--- src/rtl/lsbse_pkg.sv ---
// ----------------------------------------------------------------------------
// lsbse_pkg
// Shared types and constants of the LED strip bit symbol encoder: register
// indexes, register reset values, tick timing bundle and field widths.
// ----------------------------------------------------------------------------
package lsbse_pkg;

	localparam int BYTE_W    = 8;
	localparam int TICK_W    = 15;
	localparam int PROD_W    = 2 * BYTE_W;
	localparam int CFG_IDX_W = 3;
	localparam int CFG_DAT_W = TICK_W;

	// Symbol counter runs over the eight bit symbols plus the latch symbol
	localparam int BITS_PER_BYTE = 8;
	localparam int CNT_W         = 4;

	localparam logic [BYTE_W-1:0] FULL_SCALE = 8'd255;

	// Register reset values
	localparam logic [BYTE_W-1:0] RST_BRIGHTNESS = 8'd255;
	localparam logic [TICK_W-1:0] RST_ZERO_HIGH  = 15'd8;
	localparam logic [TICK_W-1:0] RST_ZERO_LOW   = 15'd22;
	localparam logic [TICK_W-1:0] RST_ONE_HIGH   = 15'd16;
	localparam logic [TICK_W-1:0] RST_ONE_LOW    = 15'd14;
	localparam logic [TICK_W-1:0] RST_LATCH      = 15'd800;

	typedef enum logic [CFG_IDX_W-1:0] {
		REG_BRIGHTNESS = 3'd0,
		REG_ZERO_HIGH  = 3'd1,
		REG_ZERO_LOW   = 3'd2,
		REG_ONE_HIGH   = 3'd3,
		REG_ONE_LOW    = 3'd4,
		REG_LATCH      = 3'd5
	} reg_idx_t;

	// Phase lengths handed to the symbol generator
	typedef struct packed {
		logic [TICK_W-1:0] zero_high;
		logic [TICK_W-1:0] zero_low;
		logic [TICK_W-1:0] one_high;
		logic [TICK_W-1:0] one_low;
		logic [TICK_W-1:0] latch;
	} timing_t;

	// One pulse symbol
	typedef struct packed {
		logic              first_level;
		logic [TICK_W-1:0] first_ticks;
		logic              second_level;
		logic [TICK_W-1:0] second_ticks;
		logic              run_last;
	} symbol_t;

endpackage

--- src/rtl/lsbse_sym_gen.sv ---
// ----------------------------------------------------------------------------
// lsbse_sym_gen
// Holds one scaled byte in a shift register and emits one pulse symbol per
// cycle into an output register: eight bit symbols, MSB first, then a latch
// symbol when the byte ends a frame; sym_ready can stall it. Loads the next
// byte in the cycle its last symbol leaves, so bytes follow without a gap.
// ----------------------------------------------------------------------------
module lsbse_sym_gen (
	input  logic                           clk,
	input  logic                           arst_n,
	input  lsbse_pkg::timing_t             timing,
	input  logic                           load_valid,
	output logic                           load_ready,
	input  logic [lsbse_pkg::BYTE_W-1:0]   load_byte,
	input  logic                           load_end,
	output logic                           sym_valid,
	input  logic                           sym_ready,
	output lsbse_pkg::symbol_t             sym
);

	logic                           busy_q;
	logic [lsbse_pkg::BYTE_W-1:0]   shift_q;
	logic [lsbse_pkg::CNT_W-1:0]    cnt_q;
	logic                           end_q;
	logic                           out_valid_q;
	lsbse_pkg::symbol_t             out_q;

	lsbse_pkg::symbol_t             next_sym;
	logic                           advance;
	logic                           finish;
	logic                           load;
	logic                           is_latch;

	// Build the symbol for the current position
	always_comb begin
		is_latch = (cnt_q == lsbse_pkg::CNT_W'(lsbse_pkg::BITS_PER_BYTE));
		if (is_latch) begin
			next_sym.first_level  = 1'b0;
			next_sym.first_ticks  = timing.latch;
			next_sym.second_level = 1'b0;
			next_sym.second_ticks = '0;
			next_sym.run_last     = 1'b1;
		end else begin
			next_sym.first_level  = 1'b1;
			next_sym.first_ticks  = shift_q[lsbse_pkg::BYTE_W-1] ? timing.one_high
				: timing.zero_high;
			next_sym.second_level = 1'b0;
			next_sym.second_ticks = shift_q[lsbse_pkg::BYTE_W-1] ? timing.one_low
				: timing.zero_low;
			next_sym.run_last     = !end_q &&
				(cnt_q == lsbse_pkg::CNT_W'(lsbse_pkg::BITS_PER_BYTE - 1));
		end
	end

	// Advance when the output register is free or drains this cycle
	assign advance    = busy_q && (!out_valid_q || sym_ready);
	assign finish     = advance && next_sym.run_last;
	assign load_ready = !busy_q || finish;
	assign load       = load_valid && load_ready;

	// Shift register and symbol counter
	always_ff @(posedge clk or negedge arst_n) begin
		if (!arst_n) begin
			busy_q <= 1'b0;
		end else if (load) begin
			busy_q <= 1'b1;
		end else if (finish) begin
			busy_q <= 1'b0;
		end
	end

	always_ff @(posedge clk) begin
		if (load) begin
			shift_q <= load_byte;
			cnt_q   <= '0;
			end_q   <= load_end;
		end else if (advance) begin
			shift_q <= {shift_q[lsbse_pkg::BYTE_W-2:0], 1'b0};
			cnt_q   <= cnt_q + 1'b1;
		end
	end

	// Output register
	always_ff @(posedge clk or negedge arst_n) begin
		if (!arst_n) begin
			out_valid_q <= 1'b0;
		end else if (advance) begin
			out_valid_q <= 1'b1;
		end else if (sym_ready) begin
			out_valid_q <= 1'b0;
		end
	end

	always_ff @(posedge clk) begin
		if (advance) begin
			out_q <= next_sym;
		end
	end

	assign sym_valid = out_valid_q;
	assign sym       = out_q;

endmodule

--- src/rtl/led_strip_bit_symbol_encoder.sv ---
// ----------------------------------------------------------------------------
// led_strip_bit_symbol_encoder
// Scales each color byte by the brightness register (byte*brightness/255,
// truncated) and turns it into pulse symbols for an LED strip line.
// ----------------------------------------------------------------------------
// A byte's first symbol passes the product register, then the shift
//   register, then the output register.
// Throughput: one symbol per cycle while out_ready does not stall it, so
//   eight symbols per byte, nine for a byte that ends a frame.
// Reset: registers return to their defaults, all stages empty.
module led_strip_bit_symbol_encoder (
	input  logic                              clk,
	input  logic                              arst_n,
	input  logic                              cfg_we,
	input  logic [lsbse_pkg::CFG_IDX_W-1:0]   cfg_index,
	input  logic [lsbse_pkg::CFG_DAT_W-1:0]   cfg_wdata,
	input  logic                              in_valid,
	output logic                              in_ready,
	input  logic [lsbse_pkg::BYTE_W-1:0]      color_byte,
	input  logic                              frame_end,
	output logic                              out_valid,
	input  logic                              out_ready,
	output logic                              first_level,
	output logic [lsbse_pkg::TICK_W-1:0]      first_ticks,
	output logic                              second_level,
	output logic [lsbse_pkg::TICK_W-1:0]      second_ticks,
	output logic                              run_last
);

	logic [lsbse_pkg::BYTE_W-1:0]   brightness_q;
	lsbse_pkg::timing_t             timing_q;

	logic                           valid_s1;
	logic [lsbse_pkg::PROD_W-1:0]   prod_s1;
	logic                           end_s1;

	logic [lsbse_pkg::BYTE_W-1:0]   quot_est;
	logic [lsbse_pkg::PROD_W-1:0]   rem_full;
	logic [lsbse_pkg::BYTE_W-1:0]   scaled;
	logic                           load_ready;
	lsbse_pkg::symbol_t             sym;

	// Configuration registers; unknown indexes are dropped
	always_ff @(posedge clk or negedge arst_n) begin
		if (!arst_n) begin
			brightness_q       <= lsbse_pkg::RST_BRIGHTNESS;
			timing_q.zero_high <= lsbse_pkg::RST_ZERO_HIGH;
			timing_q.zero_low  <= lsbse_pkg::RST_ZERO_LOW;
			timing_q.one_high  <= lsbse_pkg::RST_ONE_HIGH;
			timing_q.one_low   <= lsbse_pkg::RST_ONE_LOW;
			timing_q.latch     <= lsbse_pkg::RST_LATCH;
		end else if (cfg_we) begin
			case (cfg_index)
				lsbse_pkg::REG_BRIGHTNESS: begin
					brightness_q <= cfg_wdata[lsbse_pkg::BYTE_W-1:0];
				end
				lsbse_pkg::REG_ZERO_HIGH: timing_q.zero_high <= cfg_wdata;
				lsbse_pkg::REG_ZERO_LOW:  timing_q.zero_low  <= cfg_wdata;
				lsbse_pkg::REG_ONE_HIGH:  timing_q.one_high  <= cfg_wdata;
				lsbse_pkg::REG_ONE_LOW:   timing_q.one_low   <= cfg_wdata;
				lsbse_pkg::REG_LATCH:     timing_q.latch     <= cfg_wdata;
				default: ;
			endcase
		end
	end

	// Input stage: register the brightness product
	assign in_ready = !valid_s1 || load_ready;

	always_ff @(posedge clk or negedge arst_n) begin
		if (!arst_n) begin
			valid_s1 <= 1'b0;
		end else if (in_ready) begin
			valid_s1 <= in_valid;
		end
	end

	always_ff @(posedge clk) begin
		if (in_valid && in_ready) begin
			prod_s1 <= lsbse_pkg::PROD_W'(color_byte) * lsbse_pkg::PROD_W'(brightness_q);
			end_s1  <= frame_end;
		end
	end

	// Divide by 255: p>>8 is the quotient or one short; fix with one compare
	always_comb begin
		quot_est = prod_s1[lsbse_pkg::PROD_W-1:lsbse_pkg::BYTE_W];
		rem_full = prod_s1 - ({quot_est, {lsbse_pkg::BYTE_W{1'b0}}}
			- lsbse_pkg::PROD_W'(quot_est));
		if (rem_full >= lsbse_pkg::PROD_W'(lsbse_pkg::FULL_SCALE)) begin
			scaled = quot_est + 1'b1;
		end else begin
			scaled = quot_est;
		end
	end

	lsbse_sym_gen u_sym_gen (
		.clk        (clk),
		.arst_n     (arst_n),
		.timing     (timing_q),
		.load_valid (valid_s1),
		.load_ready (load_ready),
		.load_byte  (scaled),
		.load_end   (end_s1),
		.sym_valid  (out_valid),
		.sym_ready  (out_ready),
		.sym        (sym)
	);

	assign first_level  = sym.first_level;
	assign first_ticks  = sym.first_ticks;
	assign second_level = sym.second_level;
	assign second_ticks = sym.second_ticks;
	assign run_last     = sym.run_last;

	// A latch symbol always closes its byte and has an empty second phase
	a_latch_shape: assert property (@(posedge clk) disable iff (!arst_n)
		out_valid && !first_level |-> run_last && second_ticks == '0)
		else $error("latch symbol malformed");

	// A held product stays put until the generator takes it
	a_s1_hold: assert property (@(posedge clk) disable iff (!arst_n)
		valid_s1 && !load_ready |=> valid_s1 && $stable(prod_s1) && $stable(end_s1))
		else $error("input stage lost or changed a byte");

	// Bit symbols start high and end low
	a_bit_levels: assert property (@(posedge clk) disable iff (!arst_n)
		out_valid && first_level |-> !second_level)
		else $error("bit symbol levels wrong");

endmodule
--- config.mk ---
export PLATFORM = sky130hd
export DESIGN_NAME = led_strip_bit_symbol_encoder
export DESIGN_NICKNAME = d
export VERILOG_FILES = /design/src/rtl/lsbse_pkg.sv /design/src/rtl/lsbse_sym_gen.sv /design/src/rtl/led_strip_bit_symbol_encoder.sv
export SDC_FILE = /design/constraint.sdc
export NUM_CORES = 1
export LEC_CHECK = 0
export BUFFER_PORTS_ARGS = -buffer_cell sky130_fd_sc_hd__buf_4
export CAP_MARGIN = 5
export CORE_UTILIZATION = 50
export CTS_CLUSTER_SIZE = 24
export DETAILED_ROUTE_END_ITERATION = 7
export HOLD_SLACK_MARGIN = 0.05
export PLACE_DENSITY = 0.78
export SYNTH_ARGS = -nofsm -noshare
export SYNTH_HDL_FRONTEND = slang
export SYNTH_SLANG_ARGS = --single-unit
--- constraint.sdc ---
create_clock -name clk -period 6.4 [get_ports clk]
set_input_delay 0.32 -clock clk [delete_from_list [all_inputs] [get_ports clk]]
set_output_delay 0.32 -clock clk [all_outputs]
set_load 0.05 [all_outputs]
# After elaboration in Yosys (flattened, before gate mapping)
# Index checks and enable logic that the tools add are counted.
# word_totals
in_bits,32
register_bits,149
word_cells,64
out_inout_bits,35
# op_classes
multipliers,1
addsub,4
reduce_logical,22
mux,10
order_cmp,1
n_eq_ne,7
# ops
op,count
2-to-1 mux 33 bit,1
2-to-1 mux 15 bit,2
2-to-1 mux 8 bit,3
">= comparator 16 x 8 -> 1 bit, second input constant",1
multiplier 8 x 8 -> 16 bit,1
subtractor 16 bit,1
subtractor 16 x 8 -> 16 bit,1
AND reduction 2 bit,6
"adder 8 x 1 -> 8 bit, second input constant",1
"== test 3 x 2 -> 1 bit, second input constant",2
"== test 3 bit, second input constant",2
nonzero test 2 bit,3
logical AND 1 bit,5
"adder 4 x 1 -> 4 bit, second input constant",1
"== test 4 x 3 -> 1 bit, second input constant",1
"== test 4 bit, second input constant",1
logical NOT 1 bit,4
2-to-1 mux 1 bit,4
"== test 3 x 1 -> 1 bit, second input constant",1
logical NOT 3 bit,1
logical OR 1 bit,3

# Logic depth before layout (Yosys ltp)
# Gate-level depths: netlist of the first run.
# depth
ltp_word,7
depth_mapped,17
mapped_depth_nobuf,17

# Cells and area by module
# From an unflattened synthesis of the first run, not the netlist that was laid out.
# unflattened
cells_unflattened,726
area_unflattened_um2,8687.1
# modules_own_cells
mod,area_each_um2,instances,cells_per_inst,seq_area_each_um2
led_strip_bit_symbol_encoder,6477.5,1,549,2636.3
lsbse_sym_gen,2209.6,1,177,1361.3

# Worst setup path after synthesis of the first run
# No wires, ideal clock.
# synth_path
path_type,flip-flop to flip-flop
from,register brightness_q[6] (netlist name)
to,register prod_s1[14] (netlist name) (data pin)
t_arrival_ns,4.281
period_less_slack_ns,4.543
path_stages_with_launch,14
slack_ns,1.857
path_buffers,0
setup_time_ns,0.262
required_ns,6.138
path_cell_list,dfstp_2 > and2_1 > fa_1 > fa_1 > fa_1 > inv_1 > fa_1 > inv_1 > ha_1 > or3_1 > a2111oi_0 > o41a_1 > o21bai_1 > xor2_1
# synth_between
elab_chain_cells,1
# synth_rtl
element,line,rtl
"start, declared",led_strip_bit_symbol_encoder.sv:30,logic [lsbse_pkg::BYTE_W-1:0] brightness_q;
"start signal, assigned",led_strip_bit_symbol_encoder.sv:46,brightness_q <= lsbse_pkg::RST_BRIGHTNESS;
"start signal, assigned",led_strip_bit_symbol_encoder.sv:55,brightness_q <= cfg_wdata[lsbse_pkg::BYTE_W-1:0];
multiplier 8 x 8 -> 16 bit,led_strip_bit_symbol_encoder.sv:80,prod_s1 <= lsbse_pkg::PROD_W'(color_byte) * lsbse_pkg::PROD_W'(brightness_q);
"end signal, assigned",led_strip_bit_symbol_encoder.sv:80,
"end, declared",led_strip_bit_symbol_encoder.sv:34,logic [lsbse_pkg::PROD_W-1:0] prod_s1;
# No other way between the ends.
# A chain may end at the register's enable or synchronous reset.

# Worst setup path in the final report of the first run
# Same ends and word-level chain as after synthesis.

==> flow_summary_export.csv, run 1 <==
group,metric,value,unit
sta,slew_headroom,20.6,%
sta,timing.final.crit_share,74.7,%
setup_path,cp_slowest_cell,"dfstp_2",
flow_run,drv_cap,0,
power,pwr-share-seq,32.3,%
floorplanning,initial_core_util,51.7,%
setup_path,worst-setup-path-type,"reg2reg",
setup_path,crit_chain,"and2_1 > fa_1 > fa_1 > fa_1 > inv_1 > fa_1 > inv_1 > ha_1 > or3_1 > a2111oi_0 > o41a_1 > o21bai_1 > xor2_1",
place,place_area,9430,um^2
cts,clock-sinks,148,
sta,finalCriticalPeriod,4.78,ns
place,port-buffer-count,65,
final_layout,final_cells,1022,
cts,htreeDepth,4,
floorplanning,ios,67,
synthesis,synth_fp_nets,842,
floorplanning,dieArea,17900,um^2
setup_path,worstPathRequired,6.57,ns
final_layout,fin_area,10100,um^2
drt,dr.pass1.iters,4,
grt,grt_pass1_wl,27.0,mm
grt,antenna_found_initial,0,
synthesis,synth_area_per_cell,12.0,um^2
grt,top_usage_layer,"met2",
grt,met3_usage,4.19,%
cts,root_buffer,"clkbuf_16",
synthesis,yosysTopAreaCell,"edfxtp_1",
synthesis,synthesis.area,8670,um^2
grt,grt_use_total,19.4,%
setup_path,r2r_start,"brightness_q[6]",
drt,vias_per_cell,5.30,
drt,wl,16.1,mm
grt,globalRouteMet1Util,26.5,%
floorplanning,core_area,16800,um^2
sta,skew,0.00682,ns
grt,met2_usage,30.9,%
sta,setup_violations,0,
cts,clk_pin_slew_worst_paths,0.06,ns
run_status,status,"completed",
setup_path,cp_common_cell,"fa_1",
hold_path,min_delay_worst_endpoint,"end_s1",
cts,cts_tree,"yes",
setup_path,cp_top_family,"adder cells",
cts,cts_resized,0,
synthesis,async_reset_ff_share,58.1,%
setup_path,end_kind,"flip-flop",
cts,cts_hold_buf,0,
hold_path,hp-start,"frame_end",
power,swShare,36.7,%
power,powerDensity,446,nW/um^2
synthesis,synth_cell_types,61,
power,power_frac_comb,44.0,%
final_layout,syn2layout_area_growth,16.2,%
place,gp_congestion,0.812,
final_layout,final_cell_mix,"inv_1 (86), mux2_2 (83), buf_4 (70), dfrtp_1 (67), edfxtp_1 (58)",
sta,hold_viol_final,0,
synthesis,yosys_register_bits,148,
cts,cts_buffer_depth,2,
power,vdd_drop_max,231,uV
cts,clock_latency,0.42,ns
final_layout,nets,911,
hold_path,min_path_type,"in2reg",
synthesis,ys.flop_type,"dfrtp_1",
setup_path,worst_setup_path_start_kind,"flip-flop",
synthesis,ys_warn_count,0,
cts,cts_setup_buffers,0,
final_layout,final_common_cell,"inv_1",
setup_path,worst_path_largest_cell_delay,0.60,ns
setup_path,crit_path_max_fanout,9,
floorplanning,die_x,134,um
drt,ant_nets,0,
sta,slew_viol_final,0,
setup_path,r2r-end,"prod_s1[14]",
drt,drtIter0Drc,261,
setup_path,crit_buf_inv,2,
drt,wire_per_inst,15.7,um
power,intPower,0.00284,W
sta,tightest_slew,1.19,ns
cts,numCtsBuffers,17,
place,placed_cells,990,
power,p_switching,0.00165,W
floorplanning,rows,47,
setup_path,rrSetupSlack,1.62,ns
setup_path,cp.arrival,4.95,ns
floorplanning,die_y,134,um
power,leakagePower,4.53,nW
sta,fmax,0.209,GHz
hold_path,min_delay_path_depth,1,
final_layout,fillers,1306,
final_layout,diodes,0,
grt,grt_max_degree,87,
setup_path,r2r_cells,13,
power,finalPower,0.00449,W
sta,rsz0062_at_grt,"false",
synthesis,netlist_instances,720,
final_layout,drive_above_1_share,27.8,%
drt,vias,5417,
synthesis,synth_area_leaders,"edfxtp_1 (20%), dfrtp_1 (19%), mux2_2 (11%)",
sta,fin_tns_setup,0,ns
synthesis,yosysSeqAreaShare,46.1,%
grt,grt_overflow,0,
synthesis,synth-edff-count,58,
synthesis,synthDominantCellAreaShare,20.1,%
drt,drc_errors,0,
place,dpl.hpwl,11.4,mm
power,p_clk_share,23.7,%
grt,grt_pass1_vias,5557,
-- power by group through the flow --
stage | Sequential [W] | Combinational [W] | Clock (W)
floorplan | 0.00162 | 0.00138 | 0
global placement | 0.00146 | 0.00192 | 0
detailed placement | 0.00146 | 0.00198 | 0
CTS | 0.00145 | 0.00200 | 0.00107
global route | 0.00148 | 0.00223 | 0.00112
finish | 0.00145 | 0.00197 | 0.00106
-- layer usage --
metal	up-vias	wire length, um
li1	2597	-
met1	2720	7740
met2	79	7690
met3	21	438
met4	0	197
met5	-	0
-- cells by family (layout without fill, tap and decap cells) --
group                    after synthesis  in the layout  share of synthesized area [%]
XOR/XNOR                              21             21                           2.12
buffers and inverters                107            189                           4.68
adder cells (fa/ha/maj)               90             90                           16.1
AND/OR/NAND/NOR                      168            168                           10.4
multiplexers                         114            114                           14.4
flip-flops                           148            148                           46.1
other                                  1              1                         0.0433
AO/OA/AOI/OAI                         71             71                           6.18
-- worst max-delay path by stage --
stage,start,endpoint,slack [ns],depth (start not counted)
after floorplan,brightness_q[6],prod_s1[14],1.86,13
after global placement,brightness_q[6],prod_s1[14],1.72,13
after detailed placement,brightness_q[6],prod_s1[14],1.58,13
after CTS,brightness_q[6],prod_s1[14],1.59,13
after global routing,brightness_q[6],prod_s1[14],1.30,13
final,brightness_q[6],prod_s1[14],1.62,13
-- cell usage after synthesis, types with 2 or more instances --
cell type,instances
a31oi_1,4
nor4bb_1,3
edfxtp_1,58
nand4b_1,2
buf_1,2
o2111ai_1,2
nand3_1,6
o21ai_0,21
xnor2_1,14
a21o_1,3
xor2_1,7
fa_1,36
mux2_2,83
inv_1,86
o21a_1,6
and2_1,52
dfstp_2,19
o21ai_1,9
and3b_1,2
nand4_1,3
nor3_1,5
nor2b_1,5
nor2_1,31
o31ai_1,2
a21oi_1,7
nand2b_1,6
mux2i_1,31
clkbuf_1,17
dfxtp_1,4
ha_1,54
nand2_1,44
dfrtp_1,67
-- sequential cells by signal, indices dropped and copies added (netlist names), 4 cells and up --
name               count
u_sym_gen.sym         32
prod_s1               16
u_sym_gen.cnt_q        4
u_sym_gen.shift_q      8
timing_q              75
brightness_q           8
-- per-stage QoR --
step	hold WS (ns)	setup WS [ns]	util [%]
2_1_floorplan	0.0244	1.86	-
3_3_place_gp	0.438	1.72	56.2
3_5_place_dp	0.417	1.58	56.2
4_1_cts	0.0694	1.59	60.1
5_1_grt	0.0658	1.30	60.1
6_report	0.0849	1.62	60.1
-- worst reg2reg max path: stages (launching register included) --
cell and delay [ns]:
dfstp_2 0.60, and2_1 0.17, fa_1 0.45, fa_1 0.53, fa_1 0.55, inv_1 0.05
fa_1 0.52, inv_1 0.04, ha_1 0.21, or3_1 0.40, a2111oi_0 0.55, o41a_1 0.24
o21bai_1 0.07, xor2_1 0.15
-- cell type report --
| type | count | area (um^2) | area share (%) |
|---|---|---|---|
| well taps | 220 | 275 | 2.73 |
| flip-flops and latches | 148 | 4000 | 39.7 |
| inverters | 87 | 327 | 3.24 |
| repair buffers | 70 | 526 | 5.22 |
| clock buffers | 19 | 475 | 4.72 |
| clock inverters | 13 | 168 | 1.67 |
| multi-input cells | 465 | 4300 | 42.7 |
Note: power is estimated with default switching activity, not from simulation.
==> run 2: changes to the inputs <==
--- a/config.mk
+++ b/config.mk
@@ -11,7 +11,7 @@
 export CTS_CLUSTER_SIZE = 24
 export DETAILED_ROUTE_END_ITERATION = 7
 export HOLD_SLACK_MARGIN = 0.05
-export PLACE_DENSITY = 0.78
+export PLACE_DENSITY = 0.81
 export SYNTH_ARGS = -nofsm -noshare
 export SYNTH_HDL_FRONTEND = slang
 export SYNTH_SLANG_ARGS = --single-unit
==> constraint.sdc (replaced) <==
create_clock -name clk -period 3.9 [get_ports clk]
set_input_delay 0.195 -clock clk [delete_from_list [all_inputs] [get_ports clk]]
set_output_delay 0.195 -clock clk [all_outputs]
set_load 0.05 [all_outputs]
==> run 2 against run 1 <==
Compared with the run above: the run now ends with negative setup slack left; worst hold slack worse by 0.019 ns; combinational power up 110%; flip-flop and latch count unchanged; critical path depth up 2; register-to-register slack worse by 2.0 ns; via count up 6.7%; clock power up 53%; cell count up 5.3%; non-clock buffer count up 54; clock skew down 0.0013 ns; first-iteration DRC count up 26%; power up 83%; largest power group unchanged; highest routed layer unchanged.
==> flow_summary_export.csv, run 2 (same netlist as run 1, synthesis figures left out) <==
group,metric,value,unit
final_layout,final_common_cell,"buf_4",
run_status,status,"finished, violations left",
sta,rsz0062_at_grt,"true",
cts,root_buffer,"clkbuf_16",
setup_path,worst-setup-path-type,"reg2reg",
drt,dr.pass1.iters,5,
floorplanning,ios,67,
setup_path,crit_chain,"and2_4 > fa_1 > fa_1 > fa_1 > inv_1 > fa_1 > inv_2 > ha_4 > o21a_1 > nor2_2 > nor2b_2 > nor3_2 > o41a_1 > o21bai_1 > xor2_1",
flow_run,drv_cap,0,
setup_path,cp_slowest_cell,"dfstp_2",
hold_path,min_path_type,"in2reg",
final_layout,fillers,1215,
drt,ant_nets,0,
cts,cts_buffer_depth,2,
sta,slew_headroom,20.1,%
final_layout,multi_input_area,4480,um^2
power,finalPower,0.00822,W
final_layout,fin_area,10600,um^2
sta,tightest_slew,1.20,ns
floorplanning,die_x,134,um
floorplanning,dieArea,17900,um^2
grt,grt_max_degree,87,
setup_path,cp_top_family,"adder cells",
place,placed_cells,1025,
grt,antenna_found_initial,0,
place,gp_congestion,0.884,
cts,htreeDepth,4,
sta,timing.final.crit_share,109,%
sta,fmax,0.235,GHz
grt,grt_use_total,21.2,%
drt,wl,17.7,mm
setup_path,end_kind,"flip-flop",
sta,setup_violations,7,
final_layout,syn2layout_area_growth,22.6,%
final_layout,diodes,0,
final_layout,largest_reg_flops,75,
setup_path,worstPathRequired,4.08,ns
setup_path,worst_setup_path_start_kind,"flip-flop",
floorplanning,core_area,16800,um^2
final_layout,seq_area,4000,um^2
sta,finalCriticalPeriod,4.26,ns
final_layout,fin_util,63.4,%
run_status,violations,"negative setup slack",
sta,hold_viol_final,0,
setup_path,cp_common_cell,"fa_1",
floorplanning,rows,47,
sta,worst_slack,-0.364,ns
final_layout,final_cell_mix,"buf_4 (109), mux2_2 (83), inv_1 (82), dfrtp_1 (67), edfxtp_1 (58)",
setup_path,worst_path_largest_cell_delay,0.58,ns
final_layout,top_register,"timing_q",
drt,vias,5778,
final_layout,drive_above_1_share,34.8,%
setup_path,crit_path_max_fanout,6,
place,dpl.hpwl,12.1,mm
floorplanning,initial_core_util,51.7,%
grt,grt_overflow,0,
setup_path,crit_buf_inv,2,
grt,grt_pass1_wl,29.3,mm
cts,clk_pin_slew_worst_paths,0.06,ns
drt,wire_per_inst,16.4,um
final_layout,nets,965,
cts,numCtsBuffers,17,
cts,clock-sinks,148,
drt,vias_per_cell,5.37,
power,vdd_drop_max,424,uV
drt,drc_errors,0,
cts,cts_tree,"yes",
final_layout,final_cells,1076,
sta,skew,0.00548,ns
power,leakagePower,4.77,nW
power,powerDensity,774,nW/um^2
place,place_area,9750,um^2
setup_path,cp.arrival,4.44,ns
grt,grt_pass1_vias,5974,
place,port-buffer-count,65,
cts,clock_latency,0.43,ns
sta,slew_viol_final,0,
floorplanning,die_y,134,um
sta,hold_ws,0.0655,ns
drt,drtIter0Drc,330,
==> run 2: cell count changes in the layout (fill, tap and decap cells not counted), sizes merged <==
cell / change
buf: +41
bufinv: -1
clkbuf: +4
clkinvlp: -1
dlygate4sd3: +13
inv: -2
==> run 2: worst paths after layout <==
check,from,depth (start not counted),endpoint,slack (ns)
worst max-delay path,brightness_q[3],15,prod_s1[14],-0.36
worst min-delay path,cfg_wdata[7],2,timing_q[37],0.07
worst max register to register,brightness_q[3],15,prod_s1[14],-0.36
worst min register to register,end_s1,0,u_sym_gen.end_q,0.44
max in group asynchronous,arst_n,2,timing_q[6],2.71
min in group asynchronous,arst_n,2,timing_q[28],0.52
==> run 2: final cells by class <==
cell class                 instances  share of cell area [%]
clock buffer                      23                    4.60
clock inverter                     9                   0.930
inverter                          87                    3.07
multi-input combinational        465                    42.2
sequential                       148                    37.6
tap                              220                    2.59
timing repair buffer             124                    9.02
==> run 2: power breakdown <==
part	switching, W	internal (W)
clock	0.000611	0.00101
sequential	0.000199	0.00218
combinational	0.00224	0.00199
total	0.00305	0.00517
==> run 2: layer usage <==
metal,up-vias,part of all wire [%],wire [um],track usage [%]
met3,29,4.0,707,4.79
met2,148,49,8730,35.5
met1,2902,45,7950,27.0
li1,2699,-,-,-
met4,0,1.8,310,7.58
met5,-,0,0,0
==> run 2: stage by stage <==
step / worst slack, ns / setup TNS, ns
floorplan: -0.225 / -0.459
global route: -0.486 / -2.21
global placement: -0.336 / -1.07
detailed placement: -0.445 / -1.81
CTS: -0.326 / -1.13
finish: -0.364 / -1.27
==> run 2: what timing repair did <==
action,CTS,global route
pin swaps,11,6
setup endpoints to repair,7,7
resized for setup,28,10
setup buffers,5,1
hold endpoints to repair,107,2
hold buffers,12,1
